===== config.mk =====
export PLATFORM = sky130hd
export DESIGN_NAME = tpp_iter_unit
export DESIGN_NICKNAME = d
export VERILOG_FILES = /design/src/hdl/tpp_pkg.sv /design/src/hdl/tpp_iter_unit.sv
export SDC_FILE = /design/constraint.sdc
export NUM_CORES = 1
export LEC_CHECK = 0
export BUFFER_PORTS_ARGS = -buffer_cell sky130_fd_sc_hd__buf_4
export CORE_MARGIN = 10
export CORE_UTILIZATION = 60
export DETAILED_ROUTE_END_ITERATION = 16
export GPL_TIMING_DRIVEN = 0
export HOLD_SLACK_MARGIN = 0.1
export MAX_ROUTING_LAYER = met4
export PLACE_DENSITY = 0.81
export SYNTH_ARGS = -nofsm -noshare
export SYNTH_HDL_FRONTEND = slang
export SYNTH_SLANG_ARGS = --single-unit

===== constraint.sdc =====
create_clock -name clk -period 15.9 [get_ports clk]
set_input_delay 0.795 -clock clk [delete_from_list [all_inputs] [get_ports clk]]
set_output_delay 0.795 -clock clk [all_outputs]
set_load 0.02 [all_outputs]

===== src/hdl/tpp_pkg.sv =====
// Shared types, constants and helpers for the trapezoid profile planner.
// No dependencies.
`timescale 1ns / 1ps
package tpp_pkg;
  localparam int MAG_W = 39;
  localparam int OP_W  = MAG_W + 1;
  localparam int QV_W  = 44;
  localparam int CFG_W = 31;
  localparam int CFG_IDX_W = 1;
  localparam int EPS_SCALE = 1000000;

  typedef logic signed [QV_W-1:0] qv_t;
  typedef logic signed [OP_W-1:0] opnd_t;

  localparam logic [MAG_W-1:0] Q_SAT_MAG = {1'b0, {(MAG_W-1){1'b1}}};
  localparam qv_t Q_SAT  = qv_t'(Q_SAT_MAG);
  localparam qv_t VP_MAX = (qv_t'(1) <<< 31) - qv_t'(1);
  localparam qv_t VP_MIN = -(qv_t'(1) <<< 31);

  localparam logic [1:0] OP_MUL  = 2'd0;
  localparam logic [1:0] OP_DIV  = 2'd1;
  localparam logic [1:0] OP_SQRT = 2'd2;

  localparam logic [CFG_IDX_W-1:0] REG_ACCEL = 1'b0;
  localparam logic [CFG_IDX_W-1:0] REG_VLIM  = 1'b1;
  localparam logic [CFG_W-1:0] CFG_RESET = 31'd65536;

  typedef struct packed {
    logic       start;
    logic [1:0] op;
    opnd_t      x;
    opnd_t      y;
  } unit_req_t;

  typedef struct packed {
    logic  done;
    opnd_t res;
  } unit_rsp_t;

  typedef struct packed {
    logic               valid;
    logic signed [31:0] peak;
    logic [30:0]        ptime;
    logic               last;
  } plan_rsp_t;

  function automatic qv_t sat_q(qv_t x);
    if (x > Q_SAT) return Q_SAT;
    if (x < -Q_SAT) return -Q_SAT;
    return x;
  endfunction

  function automatic qv_t abs_q(qv_t x);
    return (x < 0) ? -x : x;
  endfunction

  function automatic opnd_t to_opnd(qv_t x);
    return x[OP_W-1:0];
  endfunction

  function automatic qv_t from_opnd(opnd_t x);
    return qv_t'(x);
  endfunction
endpackage


===== src/hdl/tpp_iter_unit.sv =====
// Shared iterative unit: Q multiply (shift-add), Q divide (restoring),
// floor square root (two bits a step). Depends on tpp_pkg.
`timescale 1ns / 1ps
module tpp_iter_unit #(
  parameter int FRAC_BITS = 16
) (
  input  logic               clk,
  input  logic               rst_n,
  input  tpp_pkg::unit_req_t req,
  output tpp_pkg::unit_rsp_t rsp
);
  import tpp_pkg::*;

  localparam int NW     = MAG_W + FRAC_BITS;
  localparam int SQ     = (NW + 1) / 2;
  localparam int SH_W   = 2 * SQ;
  localparam int PROD_W = 2 * MAG_W;
  localparam int CNT_W  = $clog2(SH_W + 1);

  logic              busy_r, busy_nxt;
  logic              fin_r, fin_nxt;
  logic [1:0]        op_r, op_nxt;
  logic              neg_r, neg_nxt;
  logic              nz_r, nz_nxt;
  logic [CNT_W-1:0]  cnt_r, cnt_nxt;
  logic [SH_W-1:0]   sh_r, sh_nxt;
  logic [PROD_W-1:0] acc_r, acc_nxt;
  logic [MAG_W-1:0]  b_r, b_nxt;
  logic [SH_W-1:0]   q_r, q_nxt;

  logic [MAG_W-1:0]  ma, mb;
  logic [PROD_W-1:0] mul_sum;
  logic [MAG_W:0]    div_t, div_d;
  logic              div_ge;
  logic [SQ+1:0]     sq_t, sq_trial, sq_d;
  logic              sq_ge;
  logic [PROD_W-1:0] prod_sh;
  logic [MAG_W-1:0]  mag_res;

  function automatic logic [MAG_W-1:0] mag_of(opnd_t v);
    opnd_t t;
    t = v[OP_W-1] ? -v : v;
    return t[MAG_W-1:0];
  endfunction

  assign ma = mag_of(req.x);
  assign mb = mag_of(req.y);

  assign mul_sum  = {acc_r[PROD_W-2:0], 1'b0} + (sh_r[SH_W-1] ? PROD_W'(b_r) : '0);
  assign div_t    = {acc_r[MAG_W-1:0], sh_r[SH_W-1]};
  assign div_ge   = div_t >= {1'b0, b_r};
  assign div_d    = div_t - {1'b0, b_r};
  assign sq_t     = {acc_r[SQ-1:0], sh_r[SH_W-1:SH_W-2]};
  assign sq_trial = {q_r[SQ-1:0], 2'b01};
  assign sq_ge    = sq_t >= sq_trial;
  assign sq_d     = sq_t - sq_trial;

  always_comb begin
    busy_nxt = busy_r;
    fin_nxt  = 1'b0;
    op_nxt   = op_r;
    neg_nxt  = neg_r;
    nz_nxt   = nz_r;
    cnt_nxt  = cnt_r;
    sh_nxt   = sh_r;
    acc_nxt  = acc_r;
    b_nxt    = b_r;
    q_nxt    = q_r;
    if (busy_r) begin
      case (op_r)
        OP_MUL: begin
          acc_nxt = mul_sum;
          sh_nxt  = sh_r << 1;
        end
        OP_DIV: begin
          acc_nxt = PROD_W'(div_ge ? div_d[MAG_W-1:0] : div_t[MAG_W-1:0]);
          q_nxt   = {q_r[SH_W-2:0], div_ge};
          sh_nxt  = sh_r << 1;
        end
        OP_SQRT: begin
          acc_nxt = PROD_W'(sq_ge ? sq_d : sq_t);
          q_nxt   = {q_r[SH_W-2:0], sq_ge};
          sh_nxt  = sh_r << 2;
        end
        default: begin
          acc_nxt = acc_r;
        end
      endcase
      cnt_nxt = cnt_r - CNT_W'(1);
      if (cnt_r == CNT_W'(1)) begin
        busy_nxt = 1'b0;
        fin_nxt  = 1'b1;
      end
    end else if (req.start) begin
      busy_nxt = 1'b1;
      op_nxt   = req.op;
      neg_nxt  = req.x[OP_W-1] ^ req.y[OP_W-1];
      nz_nxt   = ma != '0;
      b_nxt    = mb;
      acc_nxt  = '0;
      q_nxt    = '0;
      sh_nxt   = SH_W'(ma) << (SH_W - MAG_W);
      case (req.op)
        OP_MUL:  cnt_nxt = CNT_W'(MAG_W);
        OP_DIV:  cnt_nxt = CNT_W'(NW);
        OP_SQRT: begin
          cnt_nxt = CNT_W'(SQ);
          neg_nxt = 1'b0;
          sh_nxt  = (req.x > 0) ? (SH_W'(ma) << FRAC_BITS) : '0;
        end
        default: cnt_nxt = CNT_W'(MAG_W);
      endcase
    end
  end

  always_ff @(posedge clk) begin
    if (!rst_n) begin
      busy_r <= 1'b0;
      fin_r  <= 1'b0;
      cnt_r  <= '0;
    end else begin
      busy_r <= busy_nxt;
      fin_r  <= fin_nxt;
      cnt_r  <= cnt_nxt;
    end
    op_r  <= op_nxt;
    neg_r <= neg_nxt;
    nz_r  <= nz_nxt;
    sh_r  <= sh_nxt;
    acc_r <= acc_nxt;
    b_r   <= b_nxt;
    q_r   <= q_nxt;
  end

  assign prod_sh = acc_r >> FRAC_BITS;

  always_comb begin
    case (op_r)
      OP_MUL:  mag_res = (prod_sh > PROD_W'(Q_SAT_MAG)) ? Q_SAT_MAG : prod_sh[MAG_W-1:0];
      OP_DIV: begin
        if (!nz_r) mag_res = '0;
        else mag_res = (q_r > SH_W'(Q_SAT_MAG)) ? Q_SAT_MAG : q_r[MAG_W-1:0];
      end
      OP_SQRT: mag_res = MAG_W'(q_r[SQ-1:0]);
      default: mag_res = '0;
    endcase
  end

  assign rsp.done = fin_r;
  assign rsp.res  = neg_r ? -opnd_t'(mag_res) : opnd_t'(mag_res);
endmodule


==> out/results.ini, run 1 <==
[run_status]
status = finished clean

[power_and_ir_drop]
fin_total_pwr_mw = 2.50
power.density_nw_per_um2 = 109
peakVddDrop_mv = 0.0893
power_leakage_nw = 8.81

[setup_path]
timing.rr.start = sh_r[55]$_DFFE_PP_
cp.depth = 16
cpPeakStageDelay_ns = 1.04
endpoint_kind = flip-flop
worstSetupPathType = reg2reg
critPathLaunch = sh_r[55]$_DFFE_PP_
reg2reg_setup_slack_ns = 9.12
r2r-end = acc_r[35]$_SDFFCE_PN0P_
critPathMaxFanout = 12
crit_path_start_kind = flip-flop
cpLargestDelayFamily = buffers and inverters
crit_top_cell = clkbuf_1
cp.arrival_ns = 7.08
reg2reg_depth = 16
required_ns = 16.20
worst-path-buf-inv = 5
crit_path_end = acc_r[35]$_SDFFCE_PN0P_
slowest_stage = a21oi_1
path_cells = inv_1, clkbuf_1, ha_1, inv_1, fa_1, a21oi_1, o21ai_0, a211oi_1, nor2_1, nor3_1, o31ai_1, a21oi_1, clkbuf_1, clkbuf_1, mux2i_1, o22ai_1

[cts]
post_cts_buffers = 0
cts_inserted_buffers = 27
cts-resized-gates = 0
cts-root-buf = clkbuf_16
clock-sinks = 225
h-tree-depth = 1
cts.clk_slew.worst_paths_ns = 0.07
ctsHoldBuffers = 0
cts_buffer_depth = 3
cts_tree = done
clock_latency_ns = 0.58

[route]
dr.pass1.iters = 7
antenna_left = 0
drt-met1-wl_mm = 28.4
post-route-drc-count = 0
wire_per_inst_um = 21.9
route.vias.total = 19400
highest_layer = met4
wirelength_mm = 65.6
via_per_inst = 6.47
dr_wl_met3_mm = 6.92
dr_wl_met2_mm = 28.3
drt-initial-drc-count = 2257

[cells_and_area]
final_cells = 2992
drive_gt1_share_pct = 10.1
fillers = 2748
final_nets = 2731
num_antenna_cells = 0
area_growth_pct = 12.5
postLayoutCellArea_um2 = 22900

[flow_run]
cap_violations = 0

[synth]
synthFlopType = edfxtp_1
synth-seq-cells = 225
synth_area_leaders = edfxtp_1 (32%), ha_1 (7.4%), xnor2_1 (7.4%)
syn_area_um2 = 20300
synth.avg_cell_area_um2 = 8.59
synth.distinct_cells = 80
synthCells = 2368
yosysSeqAreaShare_pct = 32.8
synth.top_cell.area_share_pct = 32.0
yosysMostFrequentCell = edfxtp_1
synth-edff-count = 217
yosysTopAreaCell = edfxtp_1
synth_common_cells = edfxtp_1 (217), nor2_1 (215), nand2_1 (214)
synthArstFlopShare_pct = 0
yosys_warnings = 0
synth_nets = 2575

[sta]
slew_viol_final = 0
setup-violations-final = 0
hold_viol_final = 0
grt_setup_unrepaired = false
timing.final.crit_share_pct = 42.6
slew_headroom_pct = 9.31
tightestPinTransition_ns = 1.36
maxClockFrequency_mhz = 147
tns_ns = 0
post-route-min-period_ns = 6.78
clock_skew_ns = 0.0314

[die]
start_util_pct = 60.7
num_rows = 67
ioPinCount = 126
dieArea_um2 = 41700
die_y_um = 204
core_um2 = 33500
die_x_um = 204

[hold_path]
hold_class = in2reg

[grt]
overflow = 0
grt_pass1_wl_mm = 100
antenna_found_initial = 0
grt_pass1_vias = 18400
track_usage_pct = 30.7
grt_max_degree = 44

[place]
routabilityCongestion = 1.03
dpl_cell_area_um2 = 22000
dp.cells = 2943
numPortBuffers = 122
dp_hpwl_mm = 51.8

[registers in the layout, indices dropped and copies added (netlist names)]
register,cells
busy_r,1
b_r,39
acc_r,78
op_r,2
neg_r,1
sh_r,40
cnt_r,6
q_r,56
nz_r,1
fin_r,1
[through the flow]
step | hold slack, ns | util, % | setup slack (ns)
after floorplan | 0.447 | - | 10.0
after global placement | 0.460 | 65.1 | 7.68
after detailed placement | 0.479 | 65.6 | 9.32
after CTS | 0.419 | 68.3 | 9.20
after global routing | 0.414 | 68.3 | 8.86
final | 0.424 | 68.3 | 9.12
[metal layers]
metal  vias to the layer above  track usage (%)
met2                      1049             45.6
met3                       128             5.71
met1                      9079             41.8
li1                       9099                -
met4                         0             8.99
met5                         -                -
[worst reg2reg max path: stages (launching register included)]
cell	delay, ns
edfxtp_1	0.60
inv_1	0.17
clkbuf_1	0.67
ha_1	0.30
inv_1	0.06
fa_1	0.40
a21oi_1	0.20
o21ai_0	0.17
a211oi_1	0.37
nor2_1	0.12
nor3_1	0.29
o31ai_1	0.18
a21oi_1	1.04
clkbuf_1	0.72
clkbuf_1	0.69
mux2i_1	0.42
o22ai_1	0.15
[worst min-delay path by stage]
stage / slack (ns) / end / start / depth (start not counted)
3_3_place_gp: 0.46 / cnt_r[3]$_SDFFE_PN0P_ / cnt_r[3]$_SDFFE_PN0P_ / 2
3_5_place_dp: 0.48 / cnt_r[3]$_SDFFE_PN0P_ / cnt_r[3]$_SDFFE_PN0P_ / 2
5_1_grt: 0.41 / op_r[0]$_DFFE_PP_ / req[80] / 1
6_report: 0.42 / op_r[0]$_DFFE_PP_ / req[80] / 1
2_1_floorplan: 0.45 / cnt_r[3]$_SDFFE_PN0P_ / cnt_r[3]$_SDFFE_PN0P_ / 2
4_1_cts: 0.42 / op_r[0]$_DFFE_PP_ / req[80] / 1
[power breakdown]
part	switching [mW]	total, mW	internal (mW)
Sequential	0.0835	0.825	0.742
Clock	0.272	0.636	0.364
Combinational	0.643	1.04	0.400
Total	0.998	2.50	1.51
[logic make-up after synthesis]
kind of cell | synth area share [%]
compound gates | 21.8
xor+xnor | 10.2
fa+ha+maj | 7.58
buf+inv | 4.85
flops | 32.8
mux | 4.11
simple gates | 18.5
[cell type report]
cell class                      instances  area (um^2)  share of cell area (%)
Clock inverter                         21          224                   0.979
Inverter                              144          541                    2.36
Buffer                                117          445                    1.95
Tap cell                              448          561                    2.45
Multi-Input combinational cell       1882        12700                    55.6
Sequential cell                       225         6680                    29.2
Clock buffer                           28          679                    2.97
Timing Repair Buffer                  127         1040                    4.54
[cells in the final DEF (no fill, tap or decap), types with 57 or more instances in the layout]
master    count
nor2_1      215
inv_1       142
o21ai_0     132
ha_1        120
o31ai_1      58
a21oi_1     141
xor2_1       67
xnor2_1     171
clkbuf_1    112
nand2_1     214
edfxtp_1    217
buf_4       123
nand3_1      57
No activity file was read; power rests on OpenSTA's default activity.
==> run 2, diff against run 1 <==
clock period = 7 ns   (was 15.9 ns; I/O delays follow)
==> run 2 against run 1 <==
Effect of this change: maximum frequency up 0.91%; global-route usage up 0.17 points; first-iteration DRC count up 3.4%; total power up 130%; critical path depth unchanged; wire length up 0.48%; final area up 0.79%; clock skew down 0.0038 ns; sequential share of layout area down 0.23 points; clock power up 130%.
==> out/results.ini, run 2 (same netlist as run 1, synthesis figures left out) <==
[sta]
timing.final.crit_share_pct = 96.0  ; +53 points
grt_setup_unrepaired = false
tightestPinTransition_ns = 1.31  ; -0.0479 ns
slew_headroom_pct = 12.5  ; +3.2 points
post-route-min-period_ns = 6.72  ; -0.0610 ns
slew_viol_final = 0  ; unchanged
setup-violations-final = 0  ; unchanged
timing.hold.ws_ns = 0.106  ; -0.318 ns
clock_skew_ns = 0.0276  ; -0.00380 ns
maxClockFrequency_mhz = 149  ; +0.91%
hold_viol_final = 0  ; unchanged

[cells_and_area]
largest_reg_flops = 78  ; unchanged
num_antenna_cells = 0  ; unchanged
final_nets = 2749  ; +0.66%
final_cells = 3010  ; +0.60%
layout_commonest_cell = edfxtp_1
area_growth_pct = 13.4
top_regs = acc_r x78, q_r x56, sh_r x40
layout_common_cells = edfxtp_1 (217), nor2_1 (215), nand2_1 (214)
regMostFlops = acc_r
drive_gt1_share_pct = 10.0  ; -0.071 points

[cts]
cts_buffer_depth = 3  ; unchanged
h-tree-depth = 1  ; unchanged
ctsHoldBuffers = 18  ; +18
cts_inserted_buffers = 27  ; unchanged
cts_tree = done
cts.clk_slew.worst_paths_ns = 0.06  ; about the same
cts-root-buf = clkbuf_16
cts-resized-gates = 0  ; unchanged
clock-sinks = 225  ; unchanged
post_cts_buffers = 0  ; unchanged
clock_latency_ns = 0.57  ; about the same

[setup_path]
crit_top_cell = clkbuf_1
endpoint_kind = flip-flop
path_cells = inv_1, clkbuf_1, ha_1, inv_1, fa_1, a21oi_1, o21ai_0, a211oi_1, nor2_1, nor3_1, o31ai_1, a21oi_1, clkbuf_1, clkbuf_1, mux2i_1, o211ai_1
reg2reg_setup_slack_ns = 0.28  ; -8.84 ns
cpPeakStageDelay_ns = 1.01  ; -0.03 ns
crit_path_start_kind = flip-flop
required_ns = 7.28  ; -8.92 ns
worstSetupPathType = reg2reg
reg2reg_depth = 16  ; unchanged
critPathMaxFanout = 12  ; unchanged
r2r-end = acc_r[27]$_SDFFCE_PN0P_
timing.rr.start = sh_r[55]$_DFFE_PP_
slowest_stage = a21oi_1
cp.arrival_ns = 7.00  ; -0.08 ns

[hold_path]
hold_class = in2reg
hold_start = req[30]
holdPathEnd = b_r[30]$_DFFE_PP_
worstHoldPathCells = 2  ; +1

[route]
via_per_inst = 6.48  ; +0.14%
route.vias.total = 19500  ; +0.74%
drt-initial-drc-count = 2333  ; +3.4%
dr.pass1.iters = 9  ; +2
antenna_left = 0  ; unchanged
wirelength_mm = 65.9  ; +0.48%
post-route-drc-count = 0  ; unchanged
wire_per_inst_um = 21.9  ; -0.12%

[power_and_ir_drop]
power.density_nw_per_um2 = 247  ; +130%
peakVddDrop_mv = 0.202  ; +130%
power_leakage_nw = 8.89  ; +0.85%

[die]
start_util_pct = 60.7  ; unchanged
num_rows = 67  ; unchanged
ioPinCount = 126  ; unchanged
die_x_um = 204  ; unchanged
die_y_um = 204  ; unchanged
core_um2 = 33500  ; unchanged
dieArea_um2 = 41700  ; unchanged

[grt]
grt_pass1_vias = 18500  ; +0.58%
antenna_found_initial = 0  ; unchanged
grt_pass1_wl_mm = 101  ; +0.54%
track_usage_pct = 30.8  ; +0.17 points
overflow = 0  ; unchanged
grt_max_degree = 44  ; unchanged

[flow_run]
cap_violations = 0  ; unchanged

[place]
dp.cells = 2943  ; unchanged
numPortBuffers = 122  ; unchanged
dp_hpwl_mm = 51.8  ; unchanged
routabilityCongestion = 1.03  ; unchanged

[run_status]
status = finished clean

-- run 2: cell count changes in the layout (fill, tap and decap cells not counted) --
cell,change
dlygate4sd3_1,+18
-- run 2: where the power goes --
| part | internal [mW] | total (mW) | switching, mW |
|---|---|---|---|
| registers | 1.68 | 1.87 | 0.190 |
| clock network | 0.828 | 1.45 | 0.621 |
| logic | 0.916 | 2.38 | 1.46 |
| total | 3.43 | 5.70 | 2.27 |
-- run 2: layout make-up --
class                           count  area [um^2]
Sequential cell                   225         6680
Timing Repair Buffer              145         1220
Multi-Input combinational cell   1882        12700
Clock buffer                       28          679
Fill cell                        2716        10500
Buffer                            117          445
Tap cell                          448          561
Clock inverter                     21          224
Inverter                          144          541
-- run 2: critical path: cells and delay by family (launching register included) --
family,cells,cell delay [ns]
simple gates,2,0.41
mux,1,0.41
flops,1,0.58
fa+ha+maj,2,0.70
buf+inv,5,2.27
compound gates,6,2.05
-- run 2: metal layers --
layer / up-vias / global-route usage (%) / part of all wire (%)
met5: - / - / 0
li1: 9135 / - / -
met4: 0 / 9.10 / 2.9
met3: 126 / 5.90 / 11
met2: 1121 / 45.9 / 43
met1: 9116 / 41.9 / 43
-- run 2: how the worst max path moves through the flow --
| stage | startpoint | endpoint | depth (start not counted) |
|---|---|---|---|
| 2_1_floorplan | op_r[0]$_DFFE_PP_ | acc_r[0]$_SDFFCE_PN0P_ | 6 |
| 3_3_place_gp | op_r[0]$_DFFE_PP_ | acc_r[4]$_SDFFCE_PN0P_ | 6 |
| 3_5_place_dp | sh_r[55]$_DFFE_PP_ | acc_r[35]$_SDFFCE_PN0P_ | 16 |
| 4_1_cts | sh_r[55]$_DFFE_PP_ | acc_r[35]$_SDFFCE_PN0P_ | 16 |
| 5_1_grt | sh_r[55]$_DFFE_PP_ | acc_r[32]$_SDFFCE_PN0P_ | 17 |
| 6_report | sh_r[55]$_DFFE_PP_ | acc_r[27]$_SDFFCE_PN0P_ | 16 |
-- run 2: metrics by stage --
stage | util [%] | power [mW] | setup TNS (ns) | cell area [um^2] | worst slack, ns
6_report | 68.8 | 5.70 | 0 | 23100 | 0.281
5_1_grt | 68.8 | 5.94 | 0 | 23100 | 0.173
4_1_cts | 68.8 | 5.62 | 0 | 23100 | 0.447
3_5_place_dp | 65.6 | 4.17 | 0 | 22000 | 0.421
3_3_place_gp | 65.1 | 4.13 | -94.14 | 21800 | -1.22
2_1_floorplan | - | 3.44 | 0 | 20300 | 1.10
