$ cat src/hdl/tpp_pkg.sv
// Shared types, constants and helpers for the trapezoid profile planner.
// No dependencies.
`timescale 1ns / 1ps
package tpp_pkg;
  localparam int MAG_W = 39;
  localparam int OP_W  = MAG_W + 1;
  localparam int QV_W  = 44;
  localparam int CFG_W = 31;
  localparam int CFG_IDX_W = 1;
  localparam int EPS_SCALE = 1000000;

  typedef logic signed [QV_W-1:0] qv_t;
  typedef logic signed [OP_W-1:0] opnd_t;

  localparam logic [MAG_W-1:0] Q_SAT_MAG = {1'b0, {(MAG_W-1){1'b1}}};
  localparam qv_t Q_SAT  = qv_t'(Q_SAT_MAG);
  localparam qv_t VP_MAX = (qv_t'(1) <<< 31) - qv_t'(1);
  localparam qv_t VP_MIN = -(qv_t'(1) <<< 31);

  localparam logic [1:0] OP_MUL  = 2'd0;
  localparam logic [1:0] OP_DIV  = 2'd1;
  localparam logic [1:0] OP_SQRT = 2'd2;

  localparam logic [CFG_IDX_W-1:0] REG_ACCEL = 1'b0;
  localparam logic [CFG_IDX_W-1:0] REG_VLIM  = 1'b1;
  localparam logic [CFG_W-1:0] CFG_RESET = 31'd65536;

  typedef struct packed {
    logic       start;
    logic [1:0] op;
    opnd_t      x;
    opnd_t      y;
  } unit_req_t;

  typedef struct packed {
    logic  done;
    opnd_t res;
  } unit_rsp_t;

  typedef struct packed {
    logic               valid;
    logic signed [31:0] peak;
    logic [30:0]        ptime;
    logic               last;
  } plan_rsp_t;

  function automatic qv_t sat_q(qv_t x);
    if (x > Q_SAT) return Q_SAT;
    if (x < -Q_SAT) return -Q_SAT;
    return x;
  endfunction

  function automatic qv_t abs_q(qv_t x);
    return (x < 0) ? -x : x;
  endfunction

  function automatic opnd_t to_opnd(qv_t x);
    return x[OP_W-1:0];
  endfunction

  function automatic qv_t from_opnd(opnd_t x);
    return qv_t'(x);
  endfunction
endpackage

$ cat src/hdl/tpp_in_if.sv
// Input channel of the trapezoid profile planner: one axis request per beat.
// No dependencies.
`timescale 1ns / 1ps
interface tpp_in_if;
  logic               valid;
  logic               ready;
  logic signed [31:0] start_position;
  logic signed [31:0] start_velocity;
  logic signed [31:0] target_position;
  logic [30:0]        min_time;
  logic               last_axis;

  modport source(output valid, start_position, start_velocity, target_position,
                 min_time, last_axis, input ready);
  modport sink(input valid, start_position, start_velocity, target_position,
               min_time, last_axis, output ready);
endinterface

$ cat src/hdl/tpp_seq.sv
// Sequencer and working registers of the planner: steps the profile cases
// through the shared unit. Depends on tpp_pkg, tpp_in_if.
`timescale 1ns / 1ps
module tpp_seq #(
  parameter int FRAC_BITS = 16
) (
  input  logic                         clk,
  input  logic                         rst_n,
  tpp_in_if.sink                       in_ch,
  input  logic [tpp_pkg::CFG_W-1:0]    accel,
  input  logic [tpp_pkg::CFG_W-1:0]    vlim,
  output tpp_pkg::unit_req_t           req,
  input  tpp_pkg::unit_rsp_t           rsp,
  output tpp_pkg::plan_rsp_t           res,
  input  logic                         res_ready
);
  import tpp_pkg::*;

  localparam qv_t TINY_MAX = qv_t'(((2 ** FRAC_BITS) - 1) / EPS_SCALE);

  localparam logic [4:0] S_IDLE = 5'd0;
  localparam logic [4:0] S_CHK  = 5'd1;
  localparam logic [4:0] S_T0   = 5'd2;
  localparam logic [4:0] S_WAIT = 5'd3;
  localparam logic [4:0] S_D1   = 5'd4;
  localparam logic [4:0] S_D1R  = 5'd5;
  localparam logic [4:0] S_A_SQ = 5'd6;
  localparam logic [4:0] S_A_VP = 5'd7;
  localparam logic [4:0] S_A_T1 = 5'd8;
  localparam logic [4:0] S_A_T2 = 5'd9;
  localparam logic [4:0] S_B_W  = 5'd10;
  localparam logic [4:0] S_B_A  = 5'd11;
  localparam logic [4:0] S_B_AD = 5'd12;
  localparam logic [4:0] S_B_VP = 5'd13;
  localparam logic [4:0] S_B_TL = 5'd14;
  localparam logic [4:0] S_B_T1 = 5'd15;
  localparam logic [4:0] S_B_T2 = 5'd16;
  localparam logic [4:0] S_B_T3 = 5'd17;
  localparam logic [4:0] S_S_AT = 5'd18;
  localparam logic [4:0] S_S_1  = 5'd19;
  localparam logic [4:0] S_S_2  = 5'd20;
  localparam logic [4:0] S_S_3  = 5'd21;
  localparam logic [4:0] S_DP0  = 5'd22;
  localparam logic [4:0] S_DP1  = 5'd23;
  localparam logic [4:0] S_DP2  = 5'd24;
  localparam logic [4:0] S_DP3  = 5'd25;
  localparam logic [4:0] S_FIN  = 5'd26;

  logic [4:0] state_r, state_nxt, ret_r, ret_nxt;
  opnd_t res_r, res_nxt;
  qv_t   v0_r, v0_nxt, d_r, d_nxt, a_r, a_nxt, t0_r, t0_nxt, w_r, w_nxt;
  qv_t   ad_r, ad_nxt, vp_r, vp_nxt, ts_r, ts_nxt, tmp_r, tmp_nxt;
  qv_t   tl_r, tl_nxt, den_r, den_nxt, tm_r, tm_nxt;
  logic  neg_r, neg_nxt, last_r, last_nxt;
  qv_t   vm, rq, vps, pk, tc;

  function automatic logic tiny(qv_t x);
    return (x <= TINY_MAX) && (x >= -TINY_MAX);
  endfunction

  assign vm = qv_t'(vlim);
  assign rq = from_opnd(res_r);
  assign in_ch.ready = (state_r == S_IDLE);

  always_comb begin
    qv_t d1, dn, vpn, tsn, s, h;
    d1 = rq >>> 1;
    vpn = (rq > vm) ? vm : rq;
    state_nxt = state_r;
    ret_nxt = ret_r;
    res_nxt = res_r;
    v0_nxt = v0_r;  d_nxt = d_r;   a_nxt = a_r;   t0_nxt = t0_r;  w_nxt = w_r;
    ad_nxt = ad_r;  vp_nxt = vp_r; ts_nxt = ts_r; tmp_nxt = tmp_r;
    tl_nxt = tl_r;  den_nxt = den_r; tm_nxt = tm_r;
    neg_nxt = neg_r; last_nxt = last_r;
    req.start = 1'b0;
    req.op = OP_MUL;
    req.x = '0;
    req.y = '0;
    dn = '0;
    tsn = '0;
    s = '0;
    h = '0;
    case (state_r)
      S_IDLE: begin
        if (in_ch.valid) begin
          v0_nxt = qv_t'(in_ch.start_velocity);
          d_nxt = qv_t'(in_ch.target_position) - qv_t'(in_ch.start_position);
          tm_nxt = qv_t'(in_ch.min_time);
          last_nxt = in_ch.last_axis;
          a_nxt = qv_t'(accel);
          neg_nxt = 1'b0;
          state_nxt = S_CHK;
        end
      end
      S_CHK: begin
        if (tiny(d_r) && tiny(v0_r)) begin
          vp_nxt = '0;
          ts_nxt = '0;
          state_nxt = S_FIN;
        end else begin
          if (d_r < 0) begin
            neg_nxt = 1'b1;
            d_nxt = -d_r;
            v0_nxt = -v0_r;
          end
          state_nxt = S_T0;
        end
      end
      S_T0: begin
        req = '{1'b1, OP_DIV, to_opnd(abs_q(v0_r)), to_opnd(a_r)};
        ret_nxt = S_D1;
        state_nxt = S_WAIT;
      end
      S_WAIT: begin
        if (rsp.done) begin
          res_nxt = rsp.res;
          state_nxt = ret_r;
        end
      end
      S_D1: begin
        t0_nxt = rq;
        req = '{1'b1, OP_MUL, res_r, to_opnd(abs_q(v0_r))};
        ret_nxt = S_D1R;
        state_nxt = S_WAIT;
      end
      S_D1R: begin
        if (v0_r < 0) begin
          dn = sat_q(d_r + d1);
          d_nxt = dn;
          req = '{1'b1, OP_MUL, to_opnd(a_r), to_opnd(dn)};
          ret_nxt = S_A_SQ;
        end else begin
          tmp_nxt = d1;
          req = '{1'b1, OP_MUL, to_opnd(v0_r), to_opnd(v0_r)};
          ret_nxt = S_B_W;
        end
        state_nxt = S_WAIT;
      end
      S_A_SQ: begin
        req = '{1'b1, OP_SQRT, res_r, '0};
        ret_nxt = S_A_VP;
        state_nxt = S_WAIT;
      end
      S_A_VP: begin
        vp_nxt = vpn;
        req = '{1'b1, OP_DIV, to_opnd(d_r), to_opnd(vpn)};
        ret_nxt = S_A_T1;
        state_nxt = S_WAIT;
      end
      S_A_T1: begin
        tmp_nxt = rq;
        req = '{1'b1, OP_DIV, to_opnd(vp_r), to_opnd(a_r)};
        ret_nxt = S_A_T2;
        state_nxt = S_WAIT;
      end
      S_A_T2: begin
        ts_nxt = sat_q(tmp_r + rq + t0_r);
        state_nxt = S_FIN;
      end
      S_B_W: begin
        w_nxt = rq;
        if (d_r < tmp_r) begin
          req = '{1'b1, OP_DIV, res_r, to_opnd(sat_q(d_r + d_r))};
          ret_nxt = S_B_A;
        end else begin
          req = '{1'b1, OP_MUL, to_opnd(a_r), to_opnd(d_r)};
          ret_nxt = S_B_AD;
        end
        state_nxt = S_WAIT;
      end
      S_B_A: begin
        a_nxt = rq;
        req = '{1'b1, OP_MUL, res_r, to_opnd(d_r)};
        ret_nxt = S_B_AD;
        state_nxt = S_WAIT;
      end
      S_B_AD: begin
        ad_nxt = rq;
        req = '{1'b1, OP_SQRT, to_opnd(sat_q(rq + (w_r >>> 1))), '0};
        ret_nxt = S_B_VP;
        state_nxt = S_WAIT;
      end
      S_B_VP: begin
        vp_nxt = vpn;
        req = '{1'b1, OP_MUL, to_opnd(sat_q(a_r + a_r)), to_opnd(vpn)};
        ret_nxt = S_B_TL;
        state_nxt = S_WAIT;
      end
      S_B_TL: begin
        req = '{1'b1, OP_DIV, to_opnd(w_r), res_r};
        ret_nxt = S_B_T1;
        state_nxt = S_WAIT;
      end
      S_B_T1: begin
        tl_nxt = rq;
        req = '{1'b1, OP_DIV, to_opnd(d_r), to_opnd(vp_r)};
        ret_nxt = S_B_T2;
        state_nxt = S_WAIT;
      end
      S_B_T2: begin
        tmp_nxt = rq;
        if (v0_r <= vp_r) begin
          req = '{1'b1, OP_DIV, to_opnd(vp_r - v0_r), to_opnd(a_r)};
        end else begin
          req = '{1'b1, OP_DIV, to_opnd(v0_r), to_opnd(a_r)};
        end
        ret_nxt = S_B_T3;
        state_nxt = S_WAIT;
      end
      S_B_T3: begin
        if (v0_r <= vp_r) tsn = sat_q(tmp_r + rq + tl_r);
        else tsn = sat_q(tmp_r - tl_r + rq);
        ts_nxt = tsn;
        if (tsn < tm_r) begin
          ts_nxt = tm_r;
          if (v0_r <= vp_r) begin
            req = '{1'b1, OP_MUL, to_opnd(a_r), to_opnd(tm_r)};
            ret_nxt = S_S_AT;
            state_nxt = S_WAIT;
          end else begin
            state_nxt = S_DP0;
          end
        end else begin
          state_nxt = S_FIN;
        end
      end
      S_S_AT: begin
        t0_nxt = rq;
        tmp_nxt = -(ad_r <<< 2) - w_r;
        req = '{1'b1, OP_MUL, res_r, to_opnd(v0_r)};
        ret_nxt = S_S_1;
        state_nxt = S_WAIT;
      end
      S_S_1: begin
        tmp_nxt = tmp_r + rq + rq;
        req = '{1'b1, OP_MUL, to_opnd(t0_r), to_opnd(t0_r)};
        ret_nxt = S_S_2;
        state_nxt = S_WAIT;
      end
      S_S_2: begin
        req = '{1'b1, OP_SQRT, to_opnd(sat_q(tmp_r + rq)), '0};
        ret_nxt = S_S_3;
        state_nxt = S_WAIT;
      end
      S_S_3: begin
        s = sat_q(v0_r + t0_r - rq);
        h = (s < 0) ? -((-s) >>> 1) : (s >>> 1);
        if (h < v0_r) begin
          state_nxt = S_DP0;
        end else begin
          vp_nxt = h;
          state_nxt = S_FIN;
        end
      end
      S_DP0: begin
        req = '{1'b1, OP_MUL, to_opnd(a_r), to_opnd(tm_r)};
        ret_nxt = S_DP1;
        state_nxt = S_WAIT;
      end
      S_DP1: begin
        dn = sat_q(v0_r - rq);
        den_nxt = dn;
        req = '{1'b1, OP_DIV, to_opnd(w_r), to_opnd(sat_q(dn + dn))};
        ret_nxt = S_DP2;
        state_nxt = S_WAIT;
      end
      S_DP2: begin
        tmp_nxt = rq;
        req = '{1'b1, OP_DIV, to_opnd(ad_r), to_opnd(den_r)};
        ret_nxt = S_DP3;
        state_nxt = S_WAIT;
      end
      S_DP3: begin
        vp_nxt = sat_q(tmp_r - rq);
        state_nxt = S_FIN;
      end
      S_FIN: begin
        if (res_ready) state_nxt = S_IDLE;
      end
      default: state_nxt = S_IDLE;
    endcase
  end

  always_ff @(posedge clk) begin
    if (!rst_n) begin
      state_r <= S_IDLE;
      ret_r   <= S_IDLE;
    end else begin
      state_r <= state_nxt;
      ret_r   <= ret_nxt;
    end
    res_r <= res_nxt;
    v0_r <= v0_nxt;  d_r <= d_nxt;   a_r <= a_nxt;   t0_r <= t0_nxt;  w_r <= w_nxt;
    ad_r <= ad_nxt;  vp_r <= vp_nxt; ts_r <= ts_nxt; tmp_r <= tmp_nxt;
    tl_r <= tl_nxt;  den_r <= den_nxt; tm_r <= tm_nxt;
    neg_r <= neg_nxt; last_r <= last_nxt;
  end

  assign vps = neg_r ? -vp_r : vp_r;
  assign pk  = (vps > VP_MAX) ? VP_MAX : ((vps < VP_MIN) ? VP_MIN : vps);
  assign tc  = (ts_r < 0) ? '0 : ((ts_r > VP_MAX) ? VP_MAX : ts_r);

  assign res.valid = (state_r == S_FIN);
  assign res.peak  = pk[31:0];
  assign res.ptime = tc[30:0];
  assign res.last  = last_r;
endmodule

$ cat src/flat_wrapper.sv
// flat-port wrapper written by rule: the top's interface ports become plain ports
module tpp_seq_flat import tpp_pkg::*;
#(
  parameter int FRAC_BITS = 16
)
  (clk, rst_n, accel, vlim, req, rsp, res, res_ready, in_ch_valid, in_ch_start_position, in_ch_start_velocity, in_ch_target_position, in_ch_min_time, in_ch_last_axis, in_ch_ready);
  tpp_in_if in_ch_i ();
  input  logic clk;
  input  logic rst_n;
  input  logic [tpp_pkg::CFG_W-1:0] accel;
  input  logic [tpp_pkg::CFG_W-1:0] vlim;
  output tpp_pkg::unit_req_t req;
  input  tpp_pkg::unit_rsp_t rsp;
  output tpp_pkg::plan_rsp_t res;
  input  logic res_ready;
  input wire logic [$bits(in_ch_i.valid)-1:0] in_ch_valid;
  input wire logic [$bits(in_ch_i.start_position)-1:0] in_ch_start_position;
  input wire logic [$bits(in_ch_i.start_velocity)-1:0] in_ch_start_velocity;
  input wire logic [$bits(in_ch_i.target_position)-1:0] in_ch_target_position;
  input wire logic [$bits(in_ch_i.min_time)-1:0] in_ch_min_time;
  input wire logic [$bits(in_ch_i.last_axis)-1:0] in_ch_last_axis;
  output wire logic [$bits(in_ch_i.ready)-1:0] in_ch_ready;
  assign in_ch_i.valid = in_ch_valid;
  assign in_ch_i.start_position = in_ch_start_position;
  assign in_ch_i.start_velocity = in_ch_start_velocity;
  assign in_ch_i.target_position = in_ch_target_position;
  assign in_ch_i.min_time = in_ch_min_time;
  assign in_ch_i.last_axis = in_ch_last_axis;
  assign in_ch_ready = in_ch_i.ready;
  tpp_seq #(.FRAC_BITS(FRAC_BITS)) u_core (.clk(clk), .rst_n(rst_n), .in_ch(in_ch_i), .accel(accel), .vlim(vlim), .req(req), .rsp(rsp), .res(res), .res_ready(res_ready));
endmodule
$ cat config.mk
export PLATFORM = sky130hd
export DESIGN_NAME = tpp_seq_flat
export DESIGN_NICKNAME = d
export VERILOG_FILES = /design/src/hdl/tpp_pkg.sv /design/src/hdl/tpp_in_if.sv /design/src/hdl/tpp_seq.sv /design/src/flat_wrapper.sv
export SDC_FILE = /design/constraint.sdc
export NUM_CORES = 2
export LEC_CHECK = 0
export ABC_AREA = 1
export BUFFER_PORTS_ARGS = -buffer_cell sky130_fd_sc_hd__buf_4
export CORE_UTILIZATION = 28
export CTS_CLUSTER_SIZE = 30
export DETAILED_ROUTE_END_ITERATION = 16
export PLACE_DENSITY = 0.43
export REMOVE_ABC_BUFFERS = 1
export SYNTH_ARGS = -nofsm -noshare
export SYNTH_HDL_FRONTEND = slang
export SYNTH_SLANG_ARGS = --single-unit
$ cat constraint.sdc
create_clock -name clk -period 16.55 [get_ports clk]
set_input_delay 2.4825 -clock clk [delete_from_list [all_inputs] [get_ports clk]]
set_output_delay 2.4825 -clock clk [all_outputs]
set_load 0.05 [all_outputs]
==> impl_metrics.py <==
metrics = {
    "detailed_routing": {
        "first_iter_violations": 15010,
        "via_count": 98230,
        "ant_nets": 0,
        "drt-pass1-iter-count": 8,
        "drt-total-wl_um": 647900,
        "drc_errors": 0,
        "viasPerCell": 6.060,
        "wl_per_cell_um": 39.97,
    },
    "final_layout": {
        "drive_gt1_share_pct": 8.744,
        "nets": 13510,
        "mostFrequentLayoutCells": "nand2_1, inv_1, a21oi_1, nor2_1, o21ai_0",
        "area_growth_pct": 15.37,
        "finalInstanceArea_sq_um": 90490,
        "mostFrequentLayoutCell": "nand2_1",
    },
    "critical_path": {
        "cp_data_arrival_time_ns": 13.70,
        "worstPathRequired_ns": 14.07,
        "cp-endpoint": "req[63]",
        "crit_path_start_kind": "flip-flop",
        "cp-startpoint": "u_core.res_r[0]",
        "rrSetupSlack_ns": 2.44,
        "r2r_end": "u_core.vp_r[28]",
        "cpMostUsedCell": "nand2_1",
        "worstRegToRegCells": 50,
        "criticalPathCategory": "reg2out",
        "worstReg2RegStart": "u_core.v0_r[0]",
        "critPathSlowestCell": "o21ai_0",
        "max_stage_delay_ns": 0.93,
        "cp-end-kind": "output pin",
        "cp_max_fo": 22,
    },
    "synth": {
        "synthFlopType": "edfxtp_1",
        "async_flop_share_pct": 0,
        "synthCells": 11920,
        "synth_xor_area_share_pct": 5.316,
        "synthSimpleGateAreaFrac_pct": 25.37,
        "syn_area_sq_um": 78430,
        "synthMuxAreaShare_pct": 0,
        "syn_avg_cell_area_sq_um": 6.582,
        "seq_area_frac_synth_pct": 20.66,
        "synth_compound_area_share_pct": 22.89,
        "synth_edf_count": 533,
        "synth_warnings": 0,
        "synth_top_family_by_area": "simple AND/OR/NAND/NOR gates",
        "synth-seq-cells": 543,
        "ys_types": 74,
        "synth_fa_ha_area_share_pct": 14.96,
    },
    "worst_hold_path": {
        "hold_path_depth": 2,
        "hp-start": "u_core.ret_r[1]",
        "hold_path.class": "reg2reg",
    },
    "power": {
        "ir_worst_vdd_mv": 0.1085,
        "p_seq_share_pct": 15.4,
        "power_uw": 13700,
        "p_comb_share_pct": 69.8,
        "power_density_nw_per_um2": 151.4,
        "internal-power_uw": 5135,
        "p_leak_uw": 0.04175,
        "pwr-share-clk_pct": 14.9,
        "p_switching_uw": 8562,
        "p_sw_share_pct": 62.51,
    },
    "global_route": {
        "grt_pass1_vias": 91100,
        "gr-total-overflow": 0,
        "globalRouteTotalUtil_pct": 44.37,
        "grt_start_max_net_pins": 80,
        "grt_first_pass_wirelength_um": 839700,
        "antenna_found_initial": 75,
    },
    "floorplan": {
        "die-area_sq_um": 282200,
        "io_pins": 384,
        "rows": 193,
        "die_w_um": 531.3,
        "coreArea_sq_um": 277500,
        "die-height_um": 531.3,
        "initial_core_util_pct": 28.27,
    },
    "clock_tree": {
        "cts_hold_buffers": 0,
        "clkSlewWorstSetupHoldPaths_ns": 0.06,
        "cts_num_sinks": 543,
        "cts.root.buffer_cell": "clkbuf_16",
        "post_cts_buffers": 0,
        "clock_latency_ns": 0.89,
        "numCtsBuffers": 92,
        "htree_levels": 3,
        "cts_tree": "built",
        "clk_path_buf_depth": 4,
    },
    "run_status": {
        "violations": "capacitance limit, slew limit",
        "status": "finished with violations",
    },
    "timing": {
        "final.min_clock_period_ns": 16.18,
        "skew_ns": 0.09923,
        "hold_viol": 0,
        "fmax_mhz": 61.81,
        "rsz0062_at_grt": "false",
        "timing.final.crit_share_pct": 97.75,
        "worst_slack_ns": 0.3720,
        "slew-limit-headroom_pct": -5.205,
        "setup_violations": 0,
        "tightest_slew_ns": 1.567,
        "drv_slew": 3,
        "worst_hold_slack_ns": 0.4692,
        "setup_tns_ns": 0,
    },
    "placed_design": {
        "hpwl_um": 551600,
        "pre_cts_ws_ns": 1.147,
        "port_buffers": 383,
        "place.gp.congestion": 1.109,
        "place_area_sq_um": 87420,
    },
    "run": {
        "maxCapViolations": 1,
    },
}
-- how the worst min path moves through the flow --
stage                            endpoint
after floorplan           u_core.ret_r[1]
after CTS                 u_core.ret_r[1]
final                     u_core.ret_r[1]
after detailed placement  u_core.ret_r[1]
after global placement    u_core.ret_r[1]
after global routing      u_core.ret_r[1]
-- synth_stat cells (27+ instances only) --
library cell  count  area (sq um)
nand2_1        2428          9114
inv_1          1843          6918
a21oi_1        1222          6116
nor2_1         1113          4178
o21ai_0         926          4634
ha_1            784          9809
nand3_1         565          2828
edfxtp_1        533         16010
xor2_1          342          2995
clkbuf_1        276          1036
nor3_1          159         795.8
nand4_1         145         907.1
o211ai_1        140          1051
xnor2_1         134          1174
nor4_1          104         650.6
fa_1             96          1922
o2111ai_1        96         840.8
o22ai_1          95         594.3
a31oi_1          81         506.7
a221oi_1         80         700.7
o221ai_1         80         700.7
a211oi_1         63         473.0
o21a_1           61         457.9
nor2_2           43         269.0
or2_2            42         262.8
a21o_1           40         300.3
o21bai_1         38         285.3
a2111oi_0        32         280.3
buf_1            31         116.4
nand3b_1         27         202.7
o21ai_1          27         135.1
-- layout make-up --
cell class | instances | area [sq um]
Timing Repair Buffer | 724 | 5517
Fill cell | 30840 | 187000
Clock inverter | 49 | 444.2
Clock buffer | 114 | 2437
Sequential cell | 543 | 16210
Antenna cell | 38 | 95.09
Tap cell | 3705 | 4636
Inverter | 1890 | 7099
Multi-Input combinational cell | 9145 | 54050
-- kinds of logic (layout without fill, tap and decap cells) --
logic type      Yosys count  in the layout
other cells               0             38
buf+inv                2228           2777
simple gates           4705           4705
flops                   543            543
xor+xnor                476            476
fa+ha+maj               880            880
compound gates         3084           3084
-- worst max-delay path: cells and delay by family (launching register included) --
family / cells / cell delay, ns
xor+xnor: 1 / 0.43
buf+inv: 10 / 1.92
simple gates: 24 / 4.98
compound gates: 10 / 2.60
flops: 1 / 0.69
fa+ha+maj: 6 / 2.11
-- sequential cells by signal, summed over array words and instances (netlist names), 31 cells and up --
| signal | count |
|---|---|
| u_core.d_r | 44 |
| u_core.ts_r | 44 |
| u_core.tl_r | 40 |
| u_core.v0_r | 44 |
| u_core.t0_r | 40 |
| u_core.ad_r | 40 |
| u_core.vp_r | 44 |
| u_core.den_r | 40 |
| u_core.a_r | 40 |
| u_core.tm_r | 31 |
| u_core.tmp_r | 44 |
| u_core.w_r | 40 |
| u_core.res_r | 40 |
-- what timing repair did --
action | 4_1_cts | 5_1_grt
gates resized for setup | 0 | 10
setup endpoints to repair | 0 | 26
hold endpoints to repair | 0 | 0
-- per-layer routing --
layer	global-route usage (%)	wire, um
met5	0	366
met3	13.10	75890
met2	62.11	254800
met4	30.31	52740
met1	58.04	264100
-- power by group through the flow --
stage	logic (uW)	registers (uW)	clock network, uW
2_1_floorplan	4860	1940	0
6_report	9560	2100	2040
3_3_place_gp	9130	2090	0
5_1_grt	9910	2080	2080
3_5_place_dp	9100	2080	0
4_1_cts	9140	2060	2040
-- through the flow --
stage                     std cells  util [%]
after floorplan               11580         -
after global placement        16010     31.51
after detailed placement      16010     31.51
after CTS                     16170     32.54
after global routing          16170     32.58
final                         16210     32.61
(Power assumes the default switching activity.)
